### src/hdl/adc_cal_pkg.sv
// ----------------------------------------------------------------------------
// adc_cal_pkg
// Shared constants, codes and widths for the two-point ADC calibrator.
// ----------------------------------------------------------------------------
package adc_cal_pkg;

  // Block sizing
  localparam int NUM_BOARDS   = 4;
  localparam int ZERO_SAMPLES = 10;
  localparam int CALIB_PASSES = 200;

  // Board index is a 2-bit field, so four board slots always exist
  localparam int BOARD_W     = 2;
  localparam int BOARD_SLOTS = 1 << BOARD_W;

  localparam int CODE_W   = 16;
  localparam int VALUE_W  = 32;
  localparam int CAL_W    = 64;
  localparam int CNT_W    = $clog2(ZERO_SAMPLES + 1);
  localparam int SUM_W    = CODE_W + CNT_W;
  localparam int PASS_W   = $clog2(CALIB_PASSES + 1);

  localparam logic [CODE_W-1:0] CODE_MAX  = {CODE_W{1'b1}};
  localparam logic [CNT_W-1:0]  ZS_CNT    = CNT_W'(ZERO_SAMPLES);
  localparam logic [PASS_W-1:0] PASS_INIT = PASS_W'(CALIB_PASSES);

  // Zero point average as a reciprocal multiply: for any SUM_W-bit sum,
  // sum / ZERO_SAMPLES equals (sum * ceil(2^S / ZERO_SAMPLES)) >> S
  localparam int ZS_SHIFT   = SUM_W + $clog2(ZERO_SAMPLES);
  localparam int ZS_RECIP_W = SUM_W + 1;
  localparam int ZS_PROD_W  = SUM_W + ZS_RECIP_W;
  localparam logic [ZS_RECIP_W-1:0] ZS_RECIP =
    ZS_RECIP_W'(((64'd1 << ZS_SHIFT) + 64'(ZERO_SAMPLES - 1)) / 64'(ZERO_SAMPLES));

  // Calibration word reset: 24000 mV full scale, everything else zero
  localparam logic [CAL_W-1:0] CAL_RESET = CAL_W'(64'd24000 << 32);

  // Shared divider: one quotient bit per cycle
  localparam int DIV_STEPS = VALUE_W;
  localparam int DIV_CNT_W = $clog2(DIV_STEPS);

  // Transaction kinds
  localparam logic [1:0] OP_SAMPLE = 2'd0;
  localparam logic [1:0] OP_PASS   = 2'd1;
  localparam logic [1:0] OP_START  = 2'd2;
  localparam logic [1:0] OP_PRESET = 2'd3;

  // Channel codes
  localparam logic CH_CURRENT = 1'b0;
  localparam logic CH_VOLTAGE = 1'b1;

endpackage

### src/hdl/adc_two_point_calibrator.sv
// ----------------------------------------------------------------------------
// adc_two_point_calibrator
// Scales raw current/voltage codes of four boards to mA/mV with per-board
// zero points and span words, and runs the zero calibration session.
// ----------------------------------------------------------------------------
//
//  Channel   Direction  Transaction contents
//  -------   ---------  ---------------------------------------------------
//  s_axis    in         tuser: op; tdata: board, channel, raw
//  m_axis    out        tdata: value, out_board, out_channel, calibrating,
//                       calib_done, board_zeroed
//  cfg       in         cfg_we / cfg_index / cfg_data, one board word each
//
//  A sample passes through the accepting state, a prepare state (which also
//  writes both zero point averages when the sample completes a board), a
//  multiply state, the shared restoring divider and an output state. A sample
//  whose span is not positive, or a voltage code at or below its zero point,
//  skips multiply and divide. Other operations go from accept to output.
//  rst is synchronous and clears the sequencer, session and per-board
//  calibration state; calibration words go to reset. s_axis_tready is high
//  only while the sequencer is idle; an untaken result holds the output state.
//
module adc_two_point_calibrator (
  input  logic        clk,
  input  logic        rst,
  // Configuration writes
  input  logic        cfg_we,
  input  logic [1:0]  cfg_index,
  input  logic [63:0] cfg_data,
  // Input stream
  input  logic        s_axis_tvalid,
  output logic        s_axis_tready,
  input  logic [23:0] s_axis_tdata,   // [1:0] board, [2] channel, [18:3] raw, zero fill
  input  logic [1:0]  s_axis_tuser,   // [1:0] op
  // Output stream
  output logic        m_axis_tvalid,
  input  logic        m_axis_tready,
  output logic [39:0] m_axis_tdata    // [31:0] value, [33:32] out_board,
                                      // [34] out_channel, [35] calibrating,
                                      // [36] calib_done, [37] board_zeroed
);

  // Sequencer states
  localparam logic [2:0] S_IDLE = 3'd0;
  localparam logic [2:0] S_PREP = 3'd1;
  localparam logic [2:0] S_MUL  = 3'd2;
  localparam logic [2:0] S_DIV  = 3'd3;
  localparam logic [2:0] S_OUT  = 3'd4;

  // Calibration words and calibration state
  logic [adc_cal_pkg::CAL_W-1:0]  cal_word      [adc_cal_pkg::BOARD_SLOTS];
  logic [adc_cal_pkg::CODE_W-1:0] zero_current  [adc_cal_pkg::BOARD_SLOTS];
  logic [adc_cal_pkg::CODE_W-1:0] zero_voltage  [adc_cal_pkg::BOARD_SLOTS];
  logic [adc_cal_pkg::SUM_W-1:0]  sum_current   [adc_cal_pkg::BOARD_SLOTS];
  logic [adc_cal_pkg::SUM_W-1:0]  sum_voltage   [adc_cal_pkg::BOARD_SLOTS];
  logic [adc_cal_pkg::CNT_W-1:0]  count_current [adc_cal_pkg::BOARD_SLOTS];
  logic [adc_cal_pkg::CNT_W-1:0]  count_voltage [adc_cal_pkg::BOARD_SLOTS];
  logic [adc_cal_pkg::BOARD_SLOTS-1:0] board_done;
  logic                           session_active;
  logic                           session_finished;
  logic [adc_cal_pkg::PASS_W-1:0] passes_left;

  // Sequencer and item registers
  logic [2:0]                        state;
  logic [adc_cal_pkg::BOARD_W-1:0]   it_board;
  logic                              it_ch;
  logic [adc_cal_pkg::CODE_W-1:0]    it_raw;
  logic [adc_cal_pkg::CODE_W-1:0]    op_r0;
  logic [adc_cal_pkg::CODE_W-1:0]    op_rs;
  logic [adc_cal_pkg::CODE_W-1:0]    op_fs;
  logic [adc_cal_pkg::CODE_W-1:0]    op_d;
  logic [adc_cal_pkg::CODE_W-1:0]    op_den;
  logic                              zeroing;
  logic [adc_cal_pkg::VALUE_W-1:0]   value_q;

  // Shared divider registers
  logic [adc_cal_pkg::VALUE_W-1:0]   div_quo;
  logic [adc_cal_pkg::CODE_W-1:0]    div_rem;
  logic [adc_cal_pkg::CODE_W-1:0]    div_den;
  logic [adc_cal_pkg::DIV_CNT_W-1:0] div_cnt;

  // Output register
  logic        out_valid;
  logic [39:0] out_data;
  logic        out_load;

  // Input field unpacking
  logic [1:0]                      in_op;
  logic [adc_cal_pkg::BOARD_W-1:0] in_board;
  logic                            in_ch;
  logic [adc_cal_pkg::CODE_W-1:0]  in_raw;
  logic                            in_accept;
  logic                            in_valid_board;

  assign in_op          = s_axis_tuser[1:0];
  assign in_board       = s_axis_tdata[1:0];
  assign in_ch          = s_axis_tdata[2];
  assign in_raw         = s_axis_tdata[18:3];
  assign s_axis_tready  = (state == S_IDLE);
  assign in_accept      = s_axis_tvalid && s_axis_tready;
  assign in_valid_board = (32'(in_board) < adc_cal_pkg::NUM_BOARDS);

  assign m_axis_tvalid = out_valid;
  assign m_axis_tdata  = out_data;
  assign out_load      = (state == S_OUT) && (!out_valid || m_axis_tready);

  // Average of ZERO_SAMPLES accumulated codes
  function automatic logic [adc_cal_pkg::CODE_W-1:0] zero_average(
      input logic [adc_cal_pkg::SUM_W-1:0] acc);
    logic [adc_cal_pkg::ZS_PROD_W-1:0] prod;
    prod = adc_cal_pkg::ZS_PROD_W'(acc) * adc_cal_pkg::ZS_PROD_W'(adc_cal_pkg::ZS_RECIP);
    return prod[adc_cal_pkg::ZS_SHIFT +: adc_cal_pkg::CODE_W];
  endfunction

  // Zero-calibration accumulation for an incoming sample
  logic                           good;
  logic                           take_c;
  logic                           take_v;
  logic [adc_cal_pkg::CNT_W-1:0]  cc_new;
  logic [adc_cal_pkg::CNT_W-1:0]  cv_new;
  logic                           zero_now;

  always_comb begin
    good   = (in_raw != '0) && (in_raw != adc_cal_pkg::CODE_MAX);
    take_c = session_active && (in_ch == adc_cal_pkg::CH_CURRENT) &&
             (count_current[in_board] < adc_cal_pkg::ZS_CNT) && good;
    take_v = session_active && (in_ch == adc_cal_pkg::CH_VOLTAGE) &&
             (count_voltage[in_board] < adc_cal_pkg::ZS_CNT) && good;
    cc_new = count_current[in_board] + adc_cal_pkg::CNT_W'(take_c);
    cv_new = count_voltage[in_board] + adc_cal_pkg::CNT_W'(take_v);
    zero_now = session_active && !board_done[in_board] &&
               (cc_new >= adc_cal_pkg::ZS_CNT) && (cv_new >= adc_cal_pkg::ZS_CNT);
  end

  // Operand preparation: distance from zero point and span width
  logic [adc_cal_pkg::CODE_W-1:0] prep_d;
  logic [adc_cal_pkg::CODE_W-1:0] prep_den;
  logic                           prep_skip;

  always_comb begin
    prep_den = op_rs - op_r0;
    if (it_ch == adc_cal_pkg::CH_CURRENT) begin
      prep_d    = (it_raw >= op_r0) ? (it_raw - op_r0) : (op_r0 - it_raw);
      prep_skip = (op_rs <= op_r0);
    end else begin
      prep_d    = (it_raw > op_r0) ? (it_raw - op_r0) : '0;
      prep_skip = (op_rs <= op_r0) || (it_raw <= op_r0);
    end
  end

  // One restoring divide step
  logic [adc_cal_pkg::CODE_W:0]    div_trial;
  logic                            div_fit;
  logic [adc_cal_pkg::CODE_W-1:0]  rem_step;
  logic [adc_cal_pkg::VALUE_W-1:0] quo_step;
  logic                            div_last;

  always_comb begin
    div_trial = {div_rem, div_quo[adc_cal_pkg::VALUE_W-1]};
    div_fit   = (div_trial >= {1'b0, div_den});
    rem_step  = div_fit ? adc_cal_pkg::CODE_W'(div_trial - {1'b0, div_den})
                        : div_trial[adc_cal_pkg::CODE_W-1:0];
    quo_step  = {div_quo[adc_cal_pkg::VALUE_W-2:0], div_fit};
    div_last  = (div_cnt == adc_cal_pkg::DIV_CNT_W'(adc_cal_pkg::DIV_STEPS - 1));
  end

  // Sequencer, calibration state and output register
  always_ff @(posedge clk) begin
    if (rst) begin
      state            <= S_IDLE;
      out_valid        <= 1'b0;
      session_active   <= 1'b0;
      session_finished <= 1'b0;
      passes_left      <= '0;
      board_done       <= '0;
      zeroing          <= 1'b0;
      for (int i = 0; i < adc_cal_pkg::BOARD_SLOTS; i++) begin
        cal_word[i]      <= adc_cal_pkg::CAL_RESET;
        zero_current[i]  <= '0;
        zero_voltage[i]  <= '0;
        sum_current[i]   <= '0;
        sum_voltage[i]   <= '0;
        count_current[i] <= '0;
        count_voltage[i] <= '0;
      end
    end else begin
      // Configuration writes
      if (cfg_we) begin
        cal_word[cfg_index] <= cfg_data;
      end

      // Output handshake
      if (out_load) begin
        out_valid <= 1'b1;
      end else if (out_valid && m_axis_tready) begin
        out_valid <= 1'b0;
      end

      unique case (state)
        S_IDLE: begin
          if (in_accept) begin
            it_board <= in_board;
            it_ch    <= in_ch;
            it_raw   <= in_raw;
            value_q  <= '0;
            zeroing  <= (in_op == adc_cal_pkg::OP_SAMPLE) && in_valid_board && zero_now;
            state    <= ((in_op == adc_cal_pkg::OP_SAMPLE) && in_valid_board) ? S_PREP
                                                                               : S_OUT;
            case (in_op)
              adc_cal_pkg::OP_SAMPLE: begin
                if (in_valid_board) begin
                  if (take_c) begin
                    sum_current[in_board] <= sum_current[in_board] +
                                             adc_cal_pkg::SUM_W'(in_raw);
                  end
                  if (take_v) begin
                    sum_voltage[in_board] <= sum_voltage[in_board] +
                                             adc_cal_pkg::SUM_W'(in_raw);
                  end
                  count_current[in_board] <= cc_new;
                  count_voltage[in_board] <= cv_new;
                  if (zero_now) begin
                    board_done[in_board] <= 1'b1;
                  end
                  // Operands use the zero points held before this sample
                  if (in_ch == adc_cal_pkg::CH_CURRENT) begin
                    op_r0 <= zero_current[in_board];
                    op_rs <= cal_word[in_board][31:16];
                    op_fs <= cal_word[in_board][63:48];
                  end else begin
                    op_r0 <= zero_voltage[in_board];
                    op_rs <= cal_word[in_board][15:0];
                    op_fs <= cal_word[in_board][47:32];
                  end
                end
              end
              adc_cal_pkg::OP_PASS: begin
                if (session_active) begin
                  if (passes_left != '0) begin
                    passes_left <= passes_left - 1'b1;
                  end else begin
                    session_active   <= 1'b0;
                    session_finished <= 1'b1;
                  end
                end
              end
              adc_cal_pkg::OP_START: begin
                if (!session_active) begin
                  for (int i = 0; i < adc_cal_pkg::BOARD_SLOTS; i++) begin
                    sum_current[i]   <= '0;
                    sum_voltage[i]   <= '0;
                    count_current[i] <= '0;
                    count_voltage[i] <= '0;
                  end
                  board_done     <= '0;
                  passes_left    <= adc_cal_pkg::PASS_INIT;
                  session_active <= 1'b1;
                end
                session_finished <= 1'b0;
              end
              default: begin
                // Preset of a zero point
                if (in_valid_board) begin
                  if (in_ch == adc_cal_pkg::CH_CURRENT) begin
                    zero_current[in_board] <= in_raw;
                  end else begin
                    zero_voltage[in_board] <= in_raw;
                  end
                end
              end
            endcase
          end
        end

        S_PREP: begin
          op_d   <= prep_d;
          op_den <= prep_den;
          // Operands are already latched, so the new zero points go in now
          if (zeroing) begin
            zero_current[it_board] <= zero_average(sum_current[it_board]);
            zero_voltage[it_board] <= zero_average(sum_voltage[it_board]);
          end
          if (prep_skip) begin
            value_q <= '0;
            state   <= S_OUT;
          end else begin
            state <= S_MUL;
          end
        end

        S_MUL: begin
          div_quo <= adc_cal_pkg::VALUE_W'(op_fs) * adc_cal_pkg::VALUE_W'(op_d);
          div_rem <= '0;
          div_den <= op_den;
          div_cnt <= '0;
          state   <= S_DIV;
        end

        S_DIV: begin
          div_quo <= quo_step;
          div_rem <= rem_step;
          div_cnt <= div_cnt + 1'b1;
          if (div_last) begin
            value_q <= quo_step;
            state   <= S_OUT;
          end
        end

        S_OUT: begin
          // Load the result once the output register is free
          if (out_load) begin
            out_data <= {2'b00, zeroing, session_finished, session_active,
                         it_ch, it_board, value_q};
            state    <= S_IDLE;
          end
        end

        default: begin
          state <= S_IDLE;
        end
      endcase
    end
  end

endmodule
### config.mk
export PLATFORM = sky130hd
export DESIGN_NAME = adc_two_point_calibrator
export DESIGN_NICKNAME = d
export VERILOG_FILES = /design/src/hdl/adc_cal_pkg.sv /design/src/hdl/adc_two_point_calibrator.sv
export SDC_FILE = /design/constraint.sdc
export NUM_CORES = 2
export LEC_CHECK = 0
export BUFFER_PORTS_ARGS = -buffer_cell sky130_fd_sc_hd__buf_2
export CAP_MARGIN = 10
export CELL_PAD_IN_SITES_DETAIL_PLACEMENT = 1
export CELL_PAD_IN_SITES_GLOBAL_PLACEMENT = 2
export CORE_ASPECT_RATIO = 1.4
export CORE_UTILIZATION = 50
export CTS_BUF_LIST = sky130_fd_sc_hd__clkbuf_2
export DETAILED_ROUTE_END_ITERATION = 6
export GPL_TIMING_DRIVEN = 0
export HOLD_SLACK_MARGIN = 0.12
export PLACE_DENSITY_LB_ADDON = 0.1
export SLEW_MARGIN = 0
export SYNTH_ARGS = -nofsm -noshare
export SYNTH_HDL_FRONTEND = slang
export SYNTH_SLANG_ARGS = --single-unit
### constraint.sdc
create_clock -name clk -period 21.2 [get_ports clk]
set_input_delay 6.36 -clock clk [delete_from_list [all_inputs] [get_ports clk]]
set_output_delay 6.36 -clock clk [all_outputs]
set_load 0.01 [all_outputs]
==> metrics.md <==
| Metric | Value |
|---|---|
| Die area | 127,000 µm² |
| TNS Setup | 0 ns |
| Commonest non-fill, non-tap cell in the layout | edfxtp_1 |
| Dpl hpwl | between 100,000 and 150,000 µm |
| DR pass1 iterations | 7 |
| Post-CTS Setup Bufs | 0 |
| Most frequent cells in the layout | 814 x edfxtp_1, 721 x inv_1, 605 x ha_1 |
| Routability congestion estimate | between 0.9 and 1 |
| Critical Path End Type | flop |
| Drt drc | 36 |
| Critical Path Start Type | input port |
| RSZ-0062 raised after global routing | no |
| Worst setup path end | sum_current[3][16] |
| Final Skew | roughly 0.19 ns |
| Initial Utilization | 50.4% |
| Post-Syn Area | 62,600 µm² |
| Max_slew headroom | 16.2% |
| Initial antenna violation count | 10 |
| Synth Area per Inst | 11.9 µm² |
| CTS buffer count | 198 |
| Hold Vio Cnt, Final | 0 |
| Fin area | 67,500 µm² |
| Drt total wl | 183,000 µm |
| Post-route ant nets | 0 |
| Library cells used by synthesis | 83 |
| First-pass GRT wire length | 277,000 µm |
| Clk_lat worst skew | ~1.7 ns |
| Run status | finished with violations |
| Layout cells sized above 1 | 12.9% |
| Power per cell area | 147 nW/µm² |
| Fin crit period | 12.28 ns |
| Core Rows | 153 |
| Clock-pin slew on the worst setup and hold paths | between 0.1 and 0.15 ns |
| Per-cell routed wire length | ~25 µm |
| Crit Path Category | input port to flop |
| Yosys warns | 0 |
| Hold Path Class | flop to flop |
| Endpoints failing setup | 0 |
| Max Root-Sink Buffers | 3 |
| Crit path launch | s_axis_tdata[1] |
| Die span in x | between 300 and 400 µm |
| Multi-input gate area | 34,300 µm² |
| Area grow syn2layout | 7.86% |
| CP Max Fanout | 10 |
| Area after DPL | 65,600 µm² |
| Die Y | about 420 µm |
| Vias per inst | 5.70 |
| Vias in the first global route | 46,400 |
| Leakage power | 29.5 nW |
| #FFs+latches synth | between 800 and 900 |
| Number of DRC markers in iteration 0 | 2,452 |
| Largest net degree at the start of global routing | 49 |
| Synth Instances | 5,242 |
| Core Box Area | 124,000 µm² |
| Clock root cell | clkbuf_2 |
| MaxCap Viol Count | 0 |
| Worst EP arrival | 13.62 ns |
| Worst VDD drop | 0.230 mV |
| Worst r2r dst | zero_current[2][15] |
| Number of port buffers | 130 |
| Hold Buf Count CTS | 0 |
| Total power draw | between 9 and 10 mW |
| PostCTS Resize Cnt | 0 |
| Final net count | between 6,000 and 7,000 |
| Final worst-path cycle share | 57.9% |
| Worst-margin pin slew | ~1.3 ns |
| CP Data Required Time | 22.54 ns |
| Reg area | 24,900 µm² |
| Filler cell count | 13,100 |
| Sequential cell area fraction in the yosys report | 39.7% |
| Final slew viol count | 0 |
| Achievable Freq | between 80 and 90 MHz |
| Vias | 42,100 |
| Congestion Overflow GR | 0 |
| Async SR Flop Fraction | 0% |
| Failing checks | design-rule violations |
| Reg-to-reg setup timing slack | about 12 ns |
| R2R depth | 28 |
| # clock sinks | 835 |
| Boundary Pins | between 100 and 150 |
| CTS tree | yes |
| H-Tree Depth | 4 |
| Post-synth EDFFs | roughly 810 |
| Synth Flop Type | edfxtp_1 |
| GRT Total Usage | between 20 and 30% |
[report_power, final]
group	internal, mW	total [mW]	switching [mW]
clock network	0.394	1.09	0.694
logic	2.68	6.90	4.22
registers	1.93	1.96	0.0337
total	5.00	9.95	4.95
[cell type report]
type	count	share of cell area (%)
clock buffers	268	1.99
multi-input cells	3490	50.8
flip-flops and latches	835	36.8
inverters	721	4.01
clock inverters	91	0.743
diodes	7	0.0259
plain buffers	197	1.15
repair buffers	148	1.42
well taps	1627	3.02
[logic make-up after synthesis]
| group | Yosys count | synth area share [%] |
|---|---|---|
| AND/OR/NAND/NOR | 1400 | 11.4 |
| adder cells (fa/ha/maj) | 1063 | 26.7 |
| buffers and inverters | 918 | 5.56 |
| flip-flops | 835 | 39.7 |
| AO/OA/AOI/OAI | 610 | 6.50 |
| multiplexers | 267 | 8.03 |
| XOR/XNOR | 148 | 2.07 |
| other | 1 | 0.00599 |
[synth_stat cells, types with 24 or more instances]
master    instances  area share [%]
inv_1           721             4.3
a21oi_1         176             1.4
edfxtp_1        814              39
nand2_1         280             1.7
a21o_1           96             1.2
nor2b_1          30            0.30
mux2_2           52            0.94
o21ai_0          96            0.77
nand3_1          46            0.37
clkbuf_1        162            0.97
fa_1            458              15
nand4_1          35            0.35
ha_1            605              12
nand2b_1         54            0.54
xnor2_1          76             1.1
mux2i_1          32            0.51
and2_1          411             4.1
o21a_1           24            0.29
xor2_1           72             1.0
nor2_1          370             2.2
and3_1           30            0.30
mux4_2          183             6.6
nor3_1           45            0.36
[sequential cells by signal (all words and copies together) (netlist names), 32 cells and up, named ones only]
signal,flops
sum_current,80
value_q,32
zero_current,64
zero_voltage,64
cal_word,256
div_quo,32
m_axis_tdata,38
sum_voltage,80
[critical path, cell delays in order]
cell and delay [ns]:
buf_2 0.09, clkbuf_1 0.36, clkbuf_1 0.73, clkbuf_1 0.58, buf_1 0.81, buf_1 0.67
clkbuf_1 0.67, mux4_2 0.35, ha_1 0.17, inv_1 0.06, fa_1 0.45, nor2b_1 0.12
o21ai_0 0.12, a21boi_0 0.20, o21ai_0 0.17, a221oi_1 0.45, a41o_1 0.36, o21ai_0 0.18
a311oi_1 0.60, nor2_1 0.10
[stage by stage]
| step | cells | utilization, % | setup WS (ns) | hold WS [ns] |
|---|---|---|---|---|
| final | 7384 | 54.3 | 8.92 | 0.296 |
| after detailed placement | 7015 | 52.8 | 7.33 | 0.406 |
| after global placement | 7000 | 52.5 | 7.06 | 0.401 |
| after global routing | 7379 | 54.3 | 8.66 | 0.319 |
| after floorplan | 5243 | - | 10.12 | 0.400 |
| after CTS | 7374 | 54.3 | 9.08 | 0.290 |
[metal layers]
layer | vias to the layer above | routed length [µm] | track usage [%]
met3 | 327 | 8990 | 4.43
met4 | 16 | 6020 | 10.9
met1 | 21700 | 73900 | 36.5
met2 | 1076 | 94300 | 52.1
li1 | 19000 | - | -
met5 | - | 98 | 0
[how the worst min path moves through the flow]
| stage | cells past startpoint | startpoint | slack [ns] | end |
|---|---|---|---|---|
| 5_1_grt | 0 | value_q[8] | 0.32 | m_axis_tdata[8] |
| 2_1_floorplan | 0 | op_den[0] | 0.40 | div_den[0] |
| 3_5_place_dp | 0 | value_q[11] | 0.41 | m_axis_tdata[11] |
| 6_report | 0 | value_q[8] | 0.30 | m_axis_tdata[8] |
| 3_3_place_gp | 0 | value_q[22] | 0.40 | m_axis_tdata[22] |
| 4_1_cts | 0 | value_q[8] | 0.29 | m_axis_tdata[8] |
Note: power is estimated with default switching activity, not from simulation.
